File: src/rtl/sm3_pkg.sv
// Package: SM3 constants, types and round helper functions.
`timescale 1ns / 1ps
package sm3_pkg;

  typedef logic [31:0] word_t;

  localparam word_t IV0 = 32'h7380166F;
  localparam word_t IV1 = 32'h4914B2B9;
  localparam word_t IV2 = 32'h172442D7;
  localparam word_t IV3 = 32'hDA8A0600;
  localparam word_t IV4 = 32'hA96F30BC;
  localparam word_t IV5 = 32'h163138AA;
  localparam word_t IV6 = 32'hE38DEE4D;
  localparam word_t IV7 = 32'hB0FB0E4E;
  localparam word_t TJ_LOW  = 32'h79CC4519;
  localparam word_t TJ_HIGH = 32'h7A879D8A;
  localparam word_t PAD_WORD = 32'h80000000;
  localparam logic [7:0] PAD_BYTE = 8'h80;

  typedef struct packed {
    logic [31:0] message_word;
    logic [2:0]  valid_bytes;
    logic        last_word;
  } in_payload_t;

  typedef struct packed {
    logic [31:0] digest_word;
    logic        digest_last;
  } out_payload_t;

  typedef struct packed {
    logic start;
  } round_ctl_t;

  function automatic word_t rotl(input word_t x, input logic [4:0] n);
    logic [63:0] d;
    d = {x, x} << n;
    return d[63:32];
  endfunction

  function automatic word_t perm0(input word_t x);
    return x ^ rotl(x, 5'd9) ^ rotl(x, 5'd17);
  endfunction

  function automatic word_t perm1(input word_t x);
    return x ^ rotl(x, 5'd15) ^ rotl(x, 5'd23);
  endfunction

endpackage

File: src/rtl/sm3_round.sv
// Compression unit: one SM3 round per cycle over a 16-word expansion window.
`timescale 1ns / 1ps
module sm3_round (
  input  logic                 clk,
  input  logic                 rst,
  input  sm3_pkg::round_ctl_t  ctl,
  input  sm3_pkg::word_t       block [16],
  input  sm3_pkg::word_t       cv_in [8],
  output sm3_pkg::word_t       cv_out [8],
  output logic                 done
);
  sm3_pkg::word_t w [16];
  sm3_pkg::word_t r [8];
  logic [5:0] j;
  logic       running;
  logic [5:0] ahead;
  sm3_pkg::word_t expand, wj, wj4, tj, a12, ss1, ss2, tt1, tt2, ff, gg;

  always_comb begin
    ahead  = j + 6'd4;
    expand = sm3_pkg::perm1(w[ahead[3:0]] ^ w[ahead[3:0] - 4'd9] ^
               sm3_pkg::rotl(w[ahead[3:0] - 4'd3], 5'd15)) ^
             sm3_pkg::rotl(w[ahead[3:0] - 4'd13], 5'd7) ^ w[ahead[3:0] - 4'd6];
    wj  = w[j[3:0]];
    wj4 = (j >= 6'd12) ? expand : w[ahead[3:0]];
    tj  = (j < 6'd16) ? sm3_pkg::TJ_LOW : sm3_pkg::TJ_HIGH;
    a12 = sm3_pkg::rotl(r[0], 5'd12);
    ss1 = sm3_pkg::rotl(a12 + r[4] + sm3_pkg::rotl(tj, j[4:0]), 5'd7);
    ss2 = ss1 ^ a12;
    if (j < 6'd16) begin
      ff = r[0] ^ r[1] ^ r[2];
      gg = r[4] ^ r[5] ^ r[6];
    end else begin
      ff = (r[0] & r[1]) | (r[0] & r[2]) | (r[1] & r[2]);
      gg = (r[4] & r[5]) | (~r[4] & r[6]);
    end
    tt1 = ff + r[3] + ss2 + (wj ^ wj4);
    tt2 = gg + r[7] + ss1 + wj;
    for (int k = 0; k < 8; k++) cv_out[k] = cv_in[k] ^ r[k];
  end

  always_ff @(posedge clk) begin
    if (ctl.start) begin
      for (int k = 0; k < 16; k++) w[k] <= block[k];
      for (int k = 0; k < 8; k++) r[k] <= cv_in[k];
    end else if (running) begin
      if (j >= 6'd12) w[ahead[3:0]] <= expand;
      r[3] <= r[2];
      r[2] <= sm3_pkg::rotl(r[1], 5'd9);
      r[1] <= r[0];
      r[0] <= tt1;
      r[7] <= r[6];
      r[6] <= sm3_pkg::rotl(r[5], 5'd19);
      r[5] <= r[4];
      r[4] <= sm3_pkg::perm0(tt2);
    end
  end

  always_ff @(posedge clk) begin
    if (rst) begin
      running <= 1'b0;
      j       <= '0;
      done    <= 1'b0;
    end else begin
      done <= 1'b0;
      if (ctl.start) begin
        running <= 1'b1;
        j       <= '0;
      end else if (running) begin
        j <= j + 6'd1;
        if (j == 6'd63) begin
          running <= 1'b0;
          done    <= 1'b1;
        end
      end
    end
  end
endmodule

File: config.mk
export PLATFORM = sky130hd
export DESIGN_NAME = sm3_round
export DESIGN_NICKNAME = d
export VERILOG_FILES = /design/src/rtl/sm3_pkg.sv /design/src/rtl/sm3_round.sv
export SDC_FILE = /design/constraint.sdc
export NUM_CORES = 2
export LEC_CHECK = 0
export BUFFER_PORTS_ARGS = -buffer_cell sky130_fd_sc_hd__buf_4
export CAP_MARGIN = 5
export CORE_AREA = 2 2 452 454
export CTS_CLUSTER_DIAMETER = 200
export DETAILED_ROUTE_END_ITERATION = 12
export DIE_AREA = 0 0 454 456
export PLACE_DENSITY_LB_ADDON = 0.2
export SLEW_MARGIN = 20
export SYNTH_ARGS = -nofsm -noshare
export SYNTH_HDL_FRONTEND = slang
export SYNTH_SLANG_ARGS = --single-unit
File: constraint.sdc
create_clock -name clk -period 10.8 [get_ports clk]
set_input_delay 2.16 -clock clk [delete_from_list [all_inputs] [get_ports clk]]
set_output_delay 2.16 -clock clk [all_outputs]
set_load 0.005 [all_outputs]
==> impl_metrics.csv <==
group,metric,value,unit
run,cap_violations,0,
detailed_routing,via_count,54141,
synthesis,synth_common_cells,"828 x mux4_2, 768 x edfxtp_1, 657 x nand2_1",
clocking,clk_root_buffer_cell,"clkbuf_16",
synthesis,async_flop_share,0,%
setup_path,r2r_start,"j[1]$_SDFFE_PP0P_",
synthesis,synth_top_area_share,32.75,%
grt,grtUsageTotal,31.94,%
place,port_buffers,1027,
synthesis,syn-num-nets,6440,
setup_path,r2r_end,"r[0][31]$_DFFE_PP_",
min_path,worstHoldPathType,"reg -> reg",
setup_path,max_stage_delay,0.91,ns
sta,fmaxAchievable,97.61,MHz
clocking,cts-buffers-inserted,96,
finish,finalNetCount,7331,
status,status,"finished clean",
detailed_routing,drtAntennaViolNets,0,
clocking,clk_latency,0.79,ns
floorplan,rows,165,
synthesis,synth_edf_count,768,
detailed_routing,wire_per_inst,37.41,um
grt,grt_first_pass_wirelength,455.3,mm
floorplan,die_w,454,um
place,dp_hpwl,257.4,mm
setup_path,crit_end,"r[0][31]$_DFFE_PP_",
grt,grt_max_degree,157,
clocking,ctsHoldBuffers,0,
grt,grt_pass1_vias,54491,
synthesis,ys_ff_latch,780,
sta,rsz0062_at_grt,"no",
sta,max_slew_margin,20.82,%
synthesis,ys.warnings.count,0,
clocking,htree_levels,3,
setup_path,path_max_fanout,30,
detailed_routing,viasPerCell,6.003,
detailed_routing,first_pass_iters,5,
grt,antenna_found_initial,17,
synthesis,synthCells,5371,
floorplan,coreArea,201700,um2
sta,slew_viol_final,0,
synthesis,yosysMostFrequentCell,"mux4_2",
clocking,cts_tree,"done",
synthesis,synth_seq_area_share,33.09,%
synthesis,netlist_area,70420,um2
finish,drive_gt1_share,43.79,%
clocking,ctsLongestPathBuffers,3,
detailed_routing,drt_iter0_markers,6356,
clocking,path_clk_slew,0.06,ns
synthesis,synth_top_area_cell,"edfxtp_1",
finish,syn2layout_area_growth,20.06,%
sta,fin_worst_skew,0.05056,ns
synthesis,synth_ff_type,"edfxtp_1",
setup_path,cp_common_cell,"xnor2_1",
sta,finalHoldViolCount,0,
setup_path,arrival,10.74,ns
floorplan,die_h,456,um
setup_path,r2r_slack,0.55,ns
setup_path,cpMaxStageDelayCell,"xnor2_2",
synthesis,ys_types,72,
floorplan,fp.dieArea,207000,um2
sta,post-route-period-util,94.86,%
floorplan,io_pins,1028,
detailed_routing,wl,337.4,mm
place,gp_congestion,0.9545,
synthesis,avgSynthCellArea,13.11,um2
detailed_routing,drcViolationCount,0,
setup_path,cp-startpoint,"j[1]$_SDFFE_PP0P_",
sta,final.setup.tns,0,ns
floorplan,start_util,34.92,%
setup_path,cp-end-kind,"flip-flop",
place,dp_slack,0.3738,ns
sta,period_needed,10.25,ns
sta,finalSetupViolCount,0,
setup_path,cp_data_required_time,11.30,ns
grt,grt-ovfl-total,0,
setup_path,critPathKind,"reg -> reg",
clocking,cts_sinks,780,
sta,worstMarginPinSlew,1.179,ns
setup_path,r2r_cells,30,
sta,setup_ws,0.5549,ns
setup_path,cp-start-kind,"flip-flop",
synthesis,synthTopCellsByArea,"edfxtp_1 33%, mux4_2 26%, mux2_2 8.1%, fa_1 5.3%, xor2_1 4.7%",
==> worst max-delay path: cells and delay by family, from the launching register on <==
family,cells,cell delay [ns]
AO/OA/AOI/OAI,8,1.85
XOR/XNOR,6,2.40
adder cells (fa/ha/maj),4,1.95
buffers and inverters,6,1.31
flip-flops,1,0.47
multiplexers,3,1.68
AND/OR/NAND/NOR,3,0.23
==> cells by family after synthesis <==
| family | Yosys count | synth area share (%) |
|---|---|---|
| buffers and inverters | 693 | 4.117 |
| DFF | 780 | 33.09 |
| AOI/OAI and AO/OA | 531 | 4.463 |
| and+or+nand+nor | 907 | 5.300 |
| muxes | 1453 | 36.43 |
| adders and majority gates | 298 | 7.299 |
| xor gates and xnor gates | 709 | 9.306 |
==> how the worst min path moves through the flow <==
| stage | startpoint | end | slack [ns] | depth (start not counted) |
|---|---|---|---|---|
| 2_1_floorplan | j[5]$_SDFFE_PP0P_ | done$_SDFF_PP0_ | 0.46 | 2 |
| 3_3_place_gp | j[5]$_SDFFE_PP0P_ | j[5]$_SDFFE_PP0P_ | 0.57 | 2 |
| 3_5_place_dp | j[5]$_SDFFE_PP0P_ | j[5]$_SDFFE_PP0P_ | 0.59 | 2 |
| 4_1_cts | j[5]$_SDFFE_PP0P_ | j[5]$_SDFFE_PP0P_ | 0.60 | 2 |
| 5_1_grt | j[5]$_SDFFE_PP0P_ | j[5]$_SDFFE_PP0P_ | 0.64 | 2 |
| 6_report | j[5]$_SDFFE_PP0P_ | done$_SDFF_PP0_ | 0.59 | 2 |
==> flip-flops by register name, summed over array words and instances, names as in the netlist, named ones only <==
| name | cells |
|---|---|
| w | 512 |
| done | 1 |
| r | 256 |
| j | 6 |
| running | 1 |
==> stage by stage <==
| step | instance area (um2) | hold WS (ns) | util, % | std cells |
|---|---|---|---|---|
| after floorplan | 70420 | 0.4616 | - | 5371 |
| after global placement | 81330 | 0.5726 | 40.32 | 8832 |
| after detailed placement | 81330 | 0.5865 | 40.32 | 8832 |
| after CTS | 84430 | 0.6013 | 41.86 | 9003 |
| after global routing | 84550 | 0.6440 | 41.92 | 9019 |
| final | 84550 | 0.5888 | 41.92 | 9019 |
==> what timing repair did <==
action                                  4_1_cts  5_1_grt
resized for setup                             0        6
endpoints found under the setup margin        0       36
buffers inserted                              0        4
==> area by class of cell <==
type	instances	area, um2
antenna	12	30.03
clock buffer	111	2480
clock inverter	60	614.3
fill	18938	117100
inverter	314	1185
multi-input combinational	3898	44610
sequential	780	23320
tap	2672	3343
timing repair buffer	1172	8969
==> cells in the final DEF, fill, tap and decap left out, drive strengths merged, types with 10 or more instances in the layout <==
cell,netlist,final
nand2,657,657
clkinv,2,42
xor2,377,377
mux2i,98,98
nor3,22,22
fa,188,188
a211oi,10,10
diode,0,12
edfxtp,768,768
clkbuf,201,111
a21o,61,61
mux4,834,834
buf,178,1172
o21ai,226,226
inv,312,317
o21bai,12,12
dfxtp,12,12
nand3,28,28
xnor2,330,330
nor2,108,108
a31oi,35,35
mux2,521,521
a21oi,115,115
nor2b,16,16
nand2b,29,29
ha,110,110
==> metal layers <==
metal  GRT usage (%)  vias up  share of wire, %
met4           16.31        0               6.0
met3           6.234      585               7.7
met1           38.36    28126                37
met5               0        -                 0
met2           54.20     3229                50
li1                -    22201                 -
Power is left out: the tool's default activity adds up to more than one toggle a clock period on the data nets, which glitch-free logic cannot reach.
